File: config.mk
export PLATFORM = sky130hd
export DESIGN_NAME = text_run_collector_terminator_detect_top
export DESIGN_NICKNAME = d
export VERILOG_FILES = /design/src/hdl/rtcd_pkg.sv /design/src/hdl/rtcd_cfg.sv /design/src/hdl/rtcd_collect.sv /design/src/hdl/text_run_collector_terminator_detect_top.sv
export SDC_FILE = /design/constraint.sdc
export NUM_CORES = 1
export LEC_CHECK = 0
export ABC_AREA = 1
export CAP_MARGIN = 40
export CORE_ASPECT_RATIO = 0.8
export CORE_MARGIN = 8
export CORE_UTILIZATION = 59
export CTS_CLUSTER_SIZE = 24
export DETAILED_ROUTE_END_ITERATION = 10
export DONT_BUFFER_PORTS = 1
export PLACE_DENSITY = 0.75
export SYNTH_ARGS = -nofsm -noshare
export SYNTH_HDL_FRONTEND = slang
export SYNTH_SLANG_ARGS = --single-unit
File: constraint.sdc
create_clock -name clk -period 4.1 [get_ports clk]
set_clock_uncertainty 0.15 [all_clocks]
set_input_delay 0.41 -clock clk [delete_from_list [all_inputs] [get_ports clk]]
set_output_delay 0.41 -clock clk [all_outputs]
set_load 0.02 [all_outputs]
File: src/hdl/rtcd_pkg.sv
// ---------------------------------------------------------------------------
// rtcd_pkg
// Types and constants shared by the text run collector modules.
// ---------------------------------------------------------------------------
`timescale 1ns / 1ps
`default_nettype none

package rtcd_pkg;

  // Depth of the terminator window, in characters (1 to 8).
  localparam int MAX_TERM = 8;
  localparam int FILL_W   = $clog2(MAX_TERM + 1);
  // Width used to compare the fill count against the terminator length.
  localparam int CMP_W    = 5;

  localparam int RUN_W    = 17;
  localparam logic [RUN_W-1:0] RUN_TOP = {RUN_W{1'b1}};

  localparam logic [7:0] CHAR_DOT   = 8'h2E;
  localparam logic [7:0] CHAR_SPACE = 8'h20;
  localparam logic [7:0] CHAR_TILDE = 8'h7E;
  localparam logic [7:0] CHAR_CR    = 8'h0D;
  localparam logic [7:0] CHAR_LF    = 8'h0A;
  localparam logic [7:0] CHAR_TAB   = 8'h09;

  typedef enum logic [1:0] {
    ST_ACCEPT  = 2'd0,
    ST_FOUND   = 2'd1,
    ST_RUN_ERR = 2'd2,
    ST_CLEARED = 2'd3
  } status_t;

  typedef enum logic {
    ACT_DATA  = 1'b0,
    ACT_CLEAR = 1'b1
  } action_t;

  typedef enum logic [1:0] {
    REG_MAX_RUN    = 2'd0,
    REG_TERM_LEN   = 2'd1,
    REG_TERM_BYTES = 2'd2
  } reg_index_t;

  typedef struct packed {
    logic [15:0] max_run;
    logic [3:0]  term_len;
    logic [63:0] term_bytes;
  } cfg_t;

  typedef struct packed {
    status_t    status;
    logic [7:0] mapped_char;
  } result_t;

endpackage

`default_nettype wire

File: src/hdl/rtcd_cfg.sv
// ---------------------------------------------------------------------------
// rtcd_cfg
// Configuration registers of the text run collector.
// ---------------------------------------------------------------------------
`timescale 1ns / 1ps
`default_nettype none

module rtcd_cfg (
  input  wire logic                clk,
  input  wire logic                rst,
  input  wire logic                cfg_we,
  input  wire logic [1:0]          cfg_index,
  input  wire logic [63:0]         cfg_data,
  output rtcd_pkg::cfg_t           cfg
);
  import rtcd_pkg::*;

  always_ff @(posedge clk) begin
    if (rst) begin
      cfg.max_run    <= 16'd16;
      cfg.term_len   <= 4'd1;
      cfg.term_bytes <= 64'd10;
    end else if (cfg_we) begin
      unique case (reg_index_t'(cfg_index))
        REG_MAX_RUN:    cfg.max_run    <= cfg_data[15:0];
        REG_TERM_LEN:   cfg.term_len   <= cfg_data[3:0];
        REG_TERM_BYTES: cfg.term_bytes <= cfg_data;
        default: ;
      endcase
    end
  end

endmodule

`default_nettype wire

File: src/hdl/rtcd_collect.sv
// ---------------------------------------------------------------------------
// rtcd_collect
// Byte classification, non-text run counter, character window and match.
// ---------------------------------------------------------------------------
`timescale 1ns / 1ps
`default_nettype none

module rtcd_collect (
  input  wire logic          clk,
  input  wire logic          rst,
  input  wire rtcd_pkg::cfg_t cfg,
  input  wire logic          step,
  input  wire logic          action,
  input  wire logic [7:0]    data_byte,
  output rtcd_pkg::result_t  res
);
  import rtcd_pkg::*;

  logic [RUN_W-1:0]  run, run_next, run_inc;
  logic [7:0]        win      [MAX_TERM];
  logic [7:0]        win_next [MAX_TERM];
  logic [FILL_W-1:0] fill, fill_next, fill_inc;
  logic              is_text;
  logic              match;
  logic [7:0]        mapped;

  always_comb begin
    is_text = ((data_byte >= CHAR_SPACE) && (data_byte <= CHAR_TILDE)) ||
              (data_byte == CHAR_CR) || (data_byte == CHAR_LF) ||
              (data_byte == CHAR_TAB);
    mapped   = is_text ? data_byte : CHAR_DOT;
    run_inc  = (run == RUN_TOP) ? run : run + 1'b1;
    fill_inc = (fill == FILL_W'(MAX_TERM)) ? fill : fill + 1'b1;
  end

  always_comb begin
    run_next  = run;
    fill_next = fill;
    win_next  = win;
    match     = 1'b0;
    res.status      = ST_ACCEPT;
    res.mapped_char = 8'd0;

    if (action_t'(action) == ACT_CLEAR) begin
      run_next  = '0;
      fill_next = '0;
      for (int i = 0; i < MAX_TERM; i++) begin
        win_next[i] = 8'd0;
      end
      res.status = ST_CLEARED;
    end else if (!is_text && ({1'b0, cfg.max_run} < run_inc)) begin
      // Rejected: the run count still advances, the window stays put.
      run_next   = run_inc;
      res.status = ST_RUN_ERR;
    end else begin
      run_next    = is_text ? '0 : run_inc;
      fill_next   = fill_inc;
      win_next[0] = mapped;
      for (int i = 1; i < MAX_TERM; i++) begin
        win_next[i] = win[i-1];
      end
      match = (CMP_W'(cfg.term_len) <= CMP_W'(MAX_TERM)) &&
              (CMP_W'(fill_next) >= CMP_W'(cfg.term_len));
      for (int i = 0; i < MAX_TERM; i++) begin
        if ((CMP_W'(i) < CMP_W'(cfg.term_len)) &&
            (win_next[i] != cfg.term_bytes[8*i +: 8])) begin
          match = 1'b0;
        end
      end
      res.status      = match ? ST_FOUND : ST_ACCEPT;
      res.mapped_char = mapped;
    end
  end

  always_ff @(posedge clk) begin
    if (rst) begin
      run  <= '0;
      fill <= '0;
      for (int i = 0; i < MAX_TERM; i++) begin
        win[i] <= 8'd0;
      end
    end else if (step) begin
      run  <= run_next;
      fill <= fill_next;
      win  <= win_next;
    end
  end

endmodule

`default_nettype wire

File: src/hdl/text_run_collector_terminator_detect_top.sv
// ---------------------------------------------------------------------------
// text_run_collector_terminator_detect_top
// Byte stream text collector with non-text run limit and terminator detect.
// ---------------------------------------------------------------------------
// Each request on the slave side is either a data byte (tuser low) or a clear
// (tuser high), and produces exactly one result on the master side. A data
// byte is classified as text (0x20 to 0x7E, CR, LF or tab) and mapped to
// itself, otherwise to '.'. Consecutive non-text bytes are counted; one that
// takes the count above max_run is rejected with status 2 and not stored.
// Stored characters enter an eight-character window, and status 1 reports
// that the newest term_len characters equal the terminator held in
// term_bytes (low byte is the last character). A clear request resets the
// counter and the window and answers with status 3. The block takes one
// request every clock cycle while the master side does not stall. A
// request is held in the input register, where its result is formed, and
// the result is then loaded into the result register and offered on the
// master side. The run counter and window are updated as each byte moves
// on, before the next one. Backpressure on the master side stalls both
// registers; the input register still takes a new request while the result
// register is full but its own slot is empty.
// Configuration registers are written through cfg_we, cfg_index and cfg_data
// and should only change while no request is in flight.
// ---------------------------------------------------------------------------
`timescale 1ns / 1ps
`default_nettype none

module text_run_collector_terminator_detect_top (
  input  wire logic        clk,
  input  wire logic        rst,
  // Slave side: request stream.
  input  wire logic        s_tvalid,
  output logic             s_tready,
  input  wire logic [7:0]  s_tdata,   // [7:0] data_byte
  input  wire logic        s_tuser,   // [0] action
  // Master side: result stream.
  output logic             m_tvalid,
  input  wire logic        m_tready,
  output logic [7:0]       m_tdata,   // [7:0] mapped_char
  output logic [1:0]       m_tuser,   // [1:0] status
  // Configuration write port.
  input  wire logic        cfg_we,
  input  wire logic [1:0]  cfg_index,
  input  wire logic [63:0] cfg_data
);
  import rtcd_pkg::*;

  cfg_t    cfg;
  result_t res;

  // Input register stage.
  logic       in_valid;
  logic       in_action;
  logic [7:0] in_byte;

  // The result register can load whenever it is empty or being drained.
  logic advance;

  assign advance  = !m_tvalid || m_tready;
  assign s_tready = !in_valid || advance;

  rtcd_cfg u_cfg (
    .clk       (clk),
    .rst       (rst),
    .cfg_we    (cfg_we),
    .cfg_index (cfg_index),
    .cfg_data  (cfg_data),
    .cfg       (cfg)
  );

  // Collector state advances exactly when the held request moves on.
  rtcd_collect u_collect (
    .clk       (clk),
    .rst       (rst),
    .cfg       (cfg),
    .step      (in_valid && advance),
    .action    (in_action),
    .data_byte (in_byte),
    .res       (res)
  );

  always_ff @(posedge clk) begin
    if (rst) begin
      in_valid <= 1'b0;
    end else if (s_tready) begin
      in_valid <= s_tvalid;
    end
  end

  always_ff @(posedge clk) begin
    if (s_tready && s_tvalid) begin
      in_action <= s_tuser;
      in_byte   <= s_tdata;
    end
  end

  always_ff @(posedge clk) begin
    if (rst) begin
      m_tvalid <= 1'b0;
    end else if (advance) begin
      m_tvalid <= in_valid;
    end
  end

  always_ff @(posedge clk) begin
    if (advance && in_valid) begin
      m_tuser <= res.status;
      m_tdata <= res.mapped_char;
    end
  end

endmodule

`default_nettype wire

# Word-level counts from Yosys, hierarchy flattened
# Index checks and enable logic that the tools add are counted.
[totals]
regBits = 182
wordCells = 99
[classes]
add_sub_neg = 2
n_lt_le_gt_ge = 13
eq_ne = 16
muxes = 22
reduce_logical = 27
[op_table]
columns = ["cell", "count"]
rows = [
  ["two-way mux 64 bit", 2],
  ["two-way mux 17 bit", 4],
  ["!= test 8 bit", 8],
  ["== test 8 x 4 -> 1 bit (second input constant)", 3],
  ["adder 17 x 1 -> 17 bit (second input constant)", 1],
  ["== test 17 bit (second input constant)", 1],
  ["< comparator 16 x 17 -> 1 bit", 1],
  ["< comparator 3 x 4 -> 1 bit (first input constant)", 4],
  ["logical AND 1 bit", 13],
  ["two-way mux 1 bit", 12],
  ["two-way mux 4 bit", 3],
  [">= comparator 8 x 6 -> 1 bit (second input constant)", 1],
  ["less-or-equal comparator 8 x 7 -> 1 bit (second input constant)", 1],
  ["< comparator 1 x 4 -> 1 bit (first input constant)", 2],
  ["< comparator 2 x 4 -> 1 bit (first input constant)", 2],
  ["two-way mux 8 bit", 1],
  ["AND reduction 2 bit", 4],
  ["logical OR 1 bit", 5],
  ["adder 4 x 1 -> 4 bit (second input constant)", 1],
  ["== test 4 bit (second input constant)", 1],
  [">= comparator 4 bit", 1],
  ["less-or-equal comparator 4 bit (second input constant)", 1],
  ["logical NOT 1 bit", 3],
  ["== test 2 x 1 -> 1 bit (second input constant)", 1],
  ["other kinds (4)", 4],
]

# Depth between registers and ports, before layout
# Gate-level depths: netlist of the first run.
[logic_depth]
ltp_word = 20
ltp_mapped = 23
ltp_nobuf = 22

# Hierarchy
# From an unflattened synthesis of the first run, not the netlist that was laid out.
[hier_totals]
hier_cells = 1302
hier_area_um2 = 9165.0
[modules_own_cells]
columns = ["module", "instances", "cells_per_inst", "area_each_um2", "seq_area_each_um2"]
rows = [
  ["rtcd_collect", 1, 739, 5032.3, 1541.5],
  ["rtcd_cfg", 1, 532, 3470.8, 1681.6],
  ["text_run_collector_terminator_detect_top", 1, 31, 661.9, 610.6],
]

# Worst setup path after synthesis of the first run
# OpenSTA, ideal clock, no wires.
[synth_path]
path_type = "flip-flop to flip-flop"
startpoint = "register u_collect.run[0]"
endpoint = "register m_tdata[1] (data pin)"
setup_ns = 0.260
arrival_time_ns = 2.689
path_slack_ns = 1.001
stages_incl_launch_ff = 23
path_buffers = 1
path_cell_list = "dfxtp_1 ha_1 inv_1 nor2_1 nand2_2 nor2_1 nand3_1 nand3_1 nor3_1 a21oi_1 inv_1 ha_1 nand2_1 inv_1 nand3_1 inv_1 nand2_1 o211ai_1 nand2_1 nand4_4 buf_8 nand2_1 a21oi_1"
[synth_between]
elab_chain_len = 5
elab_cells_between_ends = 6
classes_between = "1 x add/sub; 1 x order compare; 1 x eq/ne; 1 x mux; 2 x reduce/logical"
[synth_rtl]
columns = ["element", "line_no", "rtl"]
rows = [
  ["start: declaration", "rtcd_collect.sv:19", "logic [RUN_W-1:0] run, run_next, run_inc;"],
  ["start signal: assignment", "rtcd_collect.sv:83", "run <= run_next;"],
  ["adder 17 x 1 -> 17 bit or == test 17 bit (tied branches)", "rtcd_collect.sv:32", "run_inc = (run == RUN_TOP) ? run : run + 1'b1;"],
  ["two-way mux 17 bit *", "rtcd_collect.sv:32", ""],
  ["< comparator 16 x 17 -> 1 bit *", "rtcd_collect.sv:51", "end else if (!is_text && ({1'b0, cfg.max_run} < run_inc)) begin"],
  ["logical AND 1 bit *", "rtcd_collect.sv:51", ""],
  ["OR reduction 2 bit (no line) *", "-", ""],
  ["end signal: assignment", "text_run_collector_terminator_detect_top.sv:107", "m_tdata <= res.mapped_char;"],
  ["end: declaration", "text_run_collector_terminator_detect_top.sv:38", "output logic [7:0] m_tdata,"],
]
# Mark *: on every way between the ends. The rest lies on a longest branch, timed or not.
# A chain may end at the register's enable or synchronous reset.

# Worst setup path after layout of the first run
[layout_path]
startpoint = "register u_collect.run[0]"
endpoint = "register m_tdata[5] (data pin)"
# Same word-level chain as after synthesis.

==> summary.md, run 1 <==
| Metric | Value |
|---|---|
| WL per Instance | `16.0 µm` |
| Mux cell area share after synthesis | `0%` |
| Wirelength, routed | `21.8 mm` |
| Status | `finished, final reports clean` |
| Die height | `127 µm` |
| Final instance count without filler cells | `1357` |
| Xor and xnor area share after synthesis | `5.53%` |
| Cell row count | `40` |
| Post-Synth Simple-Gate Area | `26.1%` |
| Detailed Route Iter0 Violations | `620` |
| Number of synthesized flops with an enable pin | `19` |
| Synth cell count leaders | `163 x dfxtp_1, 160 x nor2_1, 154 x nand2_1` |
| Mapped Area | `0.00902 mm²` |
| Area delta synth->final | `13.3%` |
| Final ANT Viol Nets | `0` |
| Top-area cell type share of the netlist area | `36.2%` |
| Worst Setup Start Kind | `flop` |
| FF+latch count, synth | `182` |
| Largest family of logic cells by synthesized area | `simple AND/OR/NAND/NOR gates` |
| Endpoints failing hold | `0` |
| DRC | `0` |
| Arr. time, crit path | `3.83 ns` |
| R2R depth | `22` |
| Num CTS Buffers | `17` |
| Post-CTS Resized | `0` |
| Critical Path RT | `4.23 ns` |
| Seq/Total Area, Yosys | `42.5%` |
| Vias in the first global route | `7058` |
| CTS tree | `done` |
| Syn_nets | `1223` |
| Dpl hpwl | `14.4 mm` |
| GP Congestion | `0.906` |
| CP max FO | `58` |
| Pre-antenna DRT Iters | `5` |
| Largest net degree at the start of global routing | `80` |
| Multi-input gate area | `0.00448 mm²` |
| Final worst path period share | `90.3%` |
| Slowest-stage cell, CP | `dfxtp_1` |
| Max-cap violations | `0` |
| Setup Viol. Count Final | `0` |
| Main synth FF type | `dfxtp_1` |
| Max-slew violations | `0` |
| Gr usage total | `22.8%` |
| Setup TNS | `0 ns` |
| Pleak | `3.87 nW` |
| Chip width | `154 µm` |
| HP Class | `in -> reg` |
| Post-Synth Adder-Cell Area | `3.05%` |
| R2R Path End | `m_tdata[5]` |
| Total core area | `0.0150 mm²` |
| Unrepaired setup endpoints after global routing | `no` |
| Placed instance count | `1261` |
| Root Buffer | `clkbuf_16` |
| Grt ovf | `0` |
| Clock period minus worst slack | `3.70 ns` |
| Max Freq | `0.270 GHz` |
| Clk_lat worst skew | `0.43 ns` |
| Antenna violations before repair | `2` |
| Yosys cell types | `39` |
| Clk buf depth | `2` |
| Worst setup path endpoint | `m_tdata[5]` |
| # port buffers | `0` |
| FF-to-FF setup slack | `0.40 ns` |
| Crit-path max cell delay | `0.42 ns` |
| Clk sinks | `182` |
| Synth area leaders | `dfxtp_1 36%, nor2_1 6.7%, nand2_1 6.4%` |
| DIE AREA | `0.0195 mm²` |
| Critical Path Sink Type | `flop` |
| Asr flop ratio synth | `0%` |
| CP startpoint | `u_collect.run[0]` |
| PD cells | `390 mW/mm²` |
| Worst-path clk slew | `0.07 ns` |
| Kind of critical path | `reg -> reg` |
| Syn avg cell area | `8.05 µm²` |
| First-pass GRT wire length | `36.4 mm` |
| Filler Cell Count | `1233` |
| Slew @ Worst Pin | `0.748 ns` |
| I/O Pins | `92` |
| Crit path cell chain | `ha_1, inv_1, nor2_1, nand2_2, nor2_1, nand3_1, nand3_1, nor3_1, a21oi_1, inv_1, ha_1, nand2_1, inv_1, nand3_1, inv_1, nand2_1, o211ai_1, nand2_1, nand4_4, buf_12, nand2_1, a21oi_1` |
| YS warnings | `0` |
| Cts hold-fix bufs | `62` |
| Compound-gate portion of the synthesized area | `14.8%` |
| R2r startpoint | `u_collect.run[0]` |
| Fraction of layout cells with a size suffix above 1 | `15.7%` |
| Slew headroom | `50.1%` |
| DR vias | `7436` |
| Register area | `0.00383 mm²` |
| Top-count cell post-synth | `dfxtp_1` |
| CTS HTree Levels | `4` |
| Postcts setup bufs | `0` |
| Cells after synthesis | `1121` |
| Worst vdd ir | `0.287 mV` |
| Routed vias/inst | `5.48` |
| Synth area leader | `dfxtp_1` |
| Nets | `1255` |
| Starting density of the core | `60.3%` |
==> layout by cell type (no fill, tap or decap), types with 3 or more instances in the layout <==
| master | synthesis | routed |
|---|---|---|
| inv_6 | 0 | 3 |
| ha_1 | 22 | 22 |
| nor2_2 | 3 | 3 |
| nand2_1 | 154 | 154 |
| clkbuf_16 | 0 | 17 |
| xor2_1 | 16 | 16 |
| buf_4 | 0 | 6 |
| dfxtp_1 | 163 | 163 |
| nand4_1 | 19 | 19 |
| inv_1 | 96 | 95 |
| o211ai_1 | 4 | 4 |
| nor3_1 | 9 | 8 |
| a21oi_1 | 57 | 57 |
| clkinv_4 | 0 | 3 |
| nand3_2 | 21 | 21 |
| edfxtp_1 | 19 | 19 |
| xnor2_1 | 41 | 41 |
| nand2_4 | 3 | 3 |
| nor4_1 | 6 | 6 |
| nand3_1 | 58 | 58 |
| o21ai_0 | 91 | 91 |
| a21oi_2 | 59 | 59 |
| nand2_2 | 36 | 36 |
| nor2_1 | 160 | 159 |
| dlygate4sd3_1 | 0 | 61 |
| or2_2 | 12 | 12 |
==> report_power, final <==
group	switching, mW	internal, mW
logic	0.266	0.160
clock network	0.737	0.914
registers	0.0522	1.86
==> worst min path at each step <==
stage,start,to,slack (ns),depth (start not counted)
2_1_floorplan,u_cfg.cfg[7],u_cfg.cfg[7],0.28,2
4_1_cts,s_tvalid,in_valid,0.009,2
5_1_grt,cfg_data[16],u_cfg.cfg[16],0.01,2
3_3_place_gp,u_collect.win[10],u_collect.win[10],0.30,2
6_report,cfg_data[16],u_cfg.cfg[16],0.02,2
3_5_place_dp,u_collect.win[10],u_collect.win[10],0.31,2
==> layer usage <==
| metal | GRT usage, % | up-vias | routed length, µm |
|---|---|---|---|
| met2 | 33.9 | 222 | 9470 |
| met1 | 31.9 | 3456 | 10400 |
| li1 | - | 3726 | - |
| met4 | 7.42 | 0 | 381 |
| met5 | 0 | - | 0 |
| met3 | 5.53 | 32 | 1540 |
==> worst max-delay path, delay by kind of cell (launching register included) <==
family / cells / cell delay [ns]
simple gates: 12 / 1.41
fa+ha+maj: 2 / 0.58
flops: 1 / 0.42
compound gates: 3 / 0.42
buf+inv: 5 / 0.53
==> per-stage QoR <==
| step | util [%] | hold WS, ns | cell area, µm² | worst slack (ns) | total power, mW |
|---|---|---|---|---|---|
| 2_1_floorplan | - | 0.280 | 9020 | 1.00 | 2.27 |
| 3_3_place_gp | 60.0 | 0.305 | 8980 | 0.567 | 2.29 |
| 3_5_place_dp | 60.0 | 0.306 | 8980 | 0.481 | 2.30 |
| 4_1_cts | 68.3 | 0.00934 | 10200 | 0.431 | 4.01 |
| 5_1_grt | 68.3 | 0.0134 | 10200 | 0.00413 | 4.13 |
| 6_report | 68.3 | 0.0239 | 10200 | 0.396 | 3.99 |
==> flip-flops by register name, indices dropped and copies added, names as in the netlist <==
name	flops
u_cfg.cfg	84
u_collect.win	56
u_collect.run	17
in_byte	8
m_tdata	8
u_collect.fill	4
m_tuser	2
in_action	1
in_valid	1
m_tvalid	1
==> cell type report <==
class	count	area share (%)
tap	189	2.31
multi-input combinational	786	43.8
sequential	182	37.5
inverter	97	3.56
clock inverter	15	1.69
antenna	2	0.0490
timing repair buffer	69	6.88
clock buffer	17	4.16
==> cells by family (layout without fill, tap and decap cells) <==
logic type               count (synthesis)  in the layout
buffers and inverters                  153            198
other                                    1              3
flip-flops                             182            182
AO/OA/AOI/OAI                          218            218
adder cells (fa/ha/maj)                 22             22
AND/OR/NAND/NOR                        488            488
XOR/XNOR                                57             57
No activity file was read; power rests on OpenSTA's default activity.
==> inputs of run 2 (changes only) <==
--- a/config.mk
+++ b/config.mk
@@ -5,7 +5,6 @@
 export SDC_FILE = /design/constraint.sdc
 export NUM_CORES = 1
 export LEC_CHECK = 0
-export ABC_AREA = 1
 export CAP_MARGIN = 40
 export CORE_ASPECT_RATIO = 0.8
 export CORE_MARGIN = 8
==> summary.md, run 2 <==
| Metric | Value |
|---|---|
| Die height | `120 µm` |
| Final Util | `72.3%` |
| Top Registers | `u_cfg.cfg x84, u_collect.win x56, u_collect.run x17` |
| Synth cell count leaders | `188 x nand2_1, 163 x dfxtp_1, 106 x a21oi_1` |
| Largest reg by FF count | `u_cfg.cfg` |
| Clk_lat worst skew | `0.43 ns` |
| FF+latch count, synth | `182` |
| Routed vias/inst | `6.06` |
| Final ANT Viol Nets | `0` |
| Top-area cell type share of the netlist area | `40.7%` |
| Chip width | `146 µm` |
| Top-count cell post-synth | `nand2_1` |
| Critical path depth in cells | `16` |
| Synth area leader | `dfxtp_1` |
| Clock power frac | `43.0%` |
| I/O Pins | `92` |
| Reg power frac | `48.4%` |
| YS warnings | `0` |
| Arr. time, crit path | `4.13 ns` |
| Worst vdd ir | `0.342 mV` |
| GP Congestion | `0.873` |
| Crit path cell chain | `and4_1, and2_1, buf_4, a2111oi_4, buf_4, nand3_1, xor2_1, ha_1, a211o_1, o211ai_1, nand2_1, nor3_4, nand3_1, a31oi_4, buf_6, a22o_1` |
| Gr usage total | `23.9%` |
| Final worst path period share | `95.3%` |
| Pleak | `3.62 nW` |
| DR vias | `6903` |
| WL per Instance | `18.7 µm` |
| Kind of critical path | `reg -> reg` |
| CTS tree | `done` |
| Commonest cells after routing, fill and taps aside | `187 x nand2_1, 163 x dfxtp_1, 106 x a21oi_1, 73 x dlygate4sd3_1, 54 x a22o_1` |
| Cells after synthesis | `883` |
| Filler Cell Count | `994` |
| Antenna violations before repair | `1` |
| Main synth FF type | `dfxtp_1` |
| CTS HTree Levels | `4` |
| Nets | `1049` |
| Fraction of layout cells with a size suffix above 1 | `7.19%` |
| Worst Setup Start Kind | `flop` |
| PD cells | `403 mW/mm²` |
| Number of synthesized flops with an enable pin | `19` |
| Switching Fraction | `23.8%` |
| Hold Slack | `0.0231 ns` |
| Synth area leaders | `dfxtp_1 41%, nand2_1 8.8%, edfxtp_1 7.1%` |
| Worst-path clk slew | `0.07 ns` |
| Grt ovf | `0` |
| Worst Slack Setup Final | `0.191 ns` |
| Commonest non-fill, non-tap cell in the layout | `nand2_1` |
| Wirelength, routed | `21.3 mm` |
| Clk sinks | `182` |
| Critical Path RT | `4.32 ns` |
| DRC | `0` |
| Root Buffer | `clkbuf_16` |
| Max Freq | `0.256 GHz` |
| Unrepaired setup endpoints after global routing | `no` |
| Critical Path Sink Type | `flop` |
| Syn_nets | `985` |
| Clock period minus worst slack | `3.91 ns` |
| Endpoints failing hold | `0` |
| # port buffers | `0` |
| Yosys cell types | `63` |
| Place WS | `0.0365 ns` |
| Hold Path Depth | `2` |
| Setup TNS | `0 ns` |
| DIE AREA | `0.0176 mm²` |
| Net Switching | `0.933 mW` |
| Detailed Route Iter0 Violations | `582` |
| Combinational Power Share | `8.6%` |
| Max reg flops | `84` |
| Mapped Area | `0.00802 mm²` |
| Tot Pwr | `3.91 mW` |
| Max-slew violations | `0` |
| CP max FO | `17` |
| Num CTS Buffers | `17` |
| Dpl hpwl | `14.3 mm` |
| Max-cap violations | `0` |
| Pre-antenna DRT Iters | `5` |
| Clk buf depth | `2` |
| Setup Viol. Count Final | `0` |
| Multi-input gate area | `0.00399 mm²` |
| Largest net degree at the start of global routing | `99` |
| Seq/Total Area, Yosys | `47.8%` |
| Fin area | `0.00970 mm²` |
| Cell family with most CP delay | `compound AO/OA/AOI/OAI gates` |
| Worst path buffer plus inverter count | `3` |
| Area post-placement | `0.00823 mm²` |
| Asr flop ratio synth | `0%` |
| Int Pwr | `2.98 mW` |
| First-pass GRT wire length | `34.2 mm` |
| Placed instance count | `1031` |
| Slew @ Worst Pin | `0.665 ns` |
| Area delta synth->final | `20.9%` |
| HP Class | `in -> reg` |
| R2R depth | `16` |
| Register area | `0.00383 mm²` |
| Slowest-stage cell, CP | `dfxtp_1` |
| Final instance count without filler cells | `1140` |
| Total core area | `0.0134 mm²` |
| Status | `finished, final reports clean` |
| Syn avg cell area | `9.08 µm²` |
| Starting density of the core | `59.8%` |
| Crit-path max cell delay | `0.36 ns` |
| Vias in the first global route | `6620` |
| Slew headroom | `55.7%` |
| Cell row count | `38` |
[run 2: cell count changes in the layout (fill, tap and decap cells not counted), sizes merged, moves of 9 or more]
cell,change
a21oi,-9
or2,-12
xor2,+14
o21ai,-65
dlygate4sd3,+12
nand3,-62
inv,-86
nor2,-139
buf,+11
a22o,+54
[run 2: timing repair]
action / 4_1_cts / 5_1_grt
setup buffers: 0 / 2
hold buffers: 74 / 0
resized for setup: 0 / 13
endpoints found under the setup margin: 0 / 65
endpoints found under the hold margin: 111 / 0
[run 2: cells by family after synthesis]
family / count (synthesis) / synth area share (%)
flip-flops: 182 / 47.8
other: 1 / 0.0468
AND/OR/NAND/NOR: 316 / 18.5
adder cells (fa/ha/maj): 22 / 3.43
multiplexers: 6 / 0.764
buffers and inverters: 61 / 3.42
XOR/XNOR: 72 / 7.86
AO/OA/AOI/OAI: 223 / 18.2
[run 2: final cells by class]
type | count | area share, %
repair buffers | 93 | 10.2
multi-input cells | 640 | 41.1
well taps | 180 | 2.32
clock inverters | 9 | 1.17
clock buffers | 22 | 5.11
inverters | 13 | 0.503
flip-flops and latches | 182 | 39.5
diodes | 1 | 0.0258
[run 2: power by group through the flow]
| stage | Sequential (mW) | Combinational, mW | Clock (mW) |
|---|---|---|---|
| floorplan | 1.92 | 0.191 | 0 |
| global placement | 1.93 | 0.225 | 0 |
| detailed placement | 1.93 | 0.238 | 0 |
| CTS | 1.89 | 0.318 | 1.69 |
| global route | 1.90 | 0.366 | 1.76 |
| finish | 1.89 | 0.337 | 1.68 |
[run 2: path summary, 6_finish.rpt]
check	from	endpoint	slack (ns)
max	u_collect.run[14]	u_collect.win[62]	0.19
min	cfg_data[5]	u_cfg.cfg[73]	0.02
max reg2reg	u_collect.run[14]	u_collect.win[62]	0.19
min reg2reg	u_cfg.cfg[83]	u_cfg.cfg[83]	0.31
[run 2: metal layers]
metal,wire length (µm),track usage (%),vias up
li1,-,-,3249
met1,9290,31.8,3267
met2,9530,36.5,349
met3,2050,7.32,38
met4,433,8.09,0
met5,0,0,-
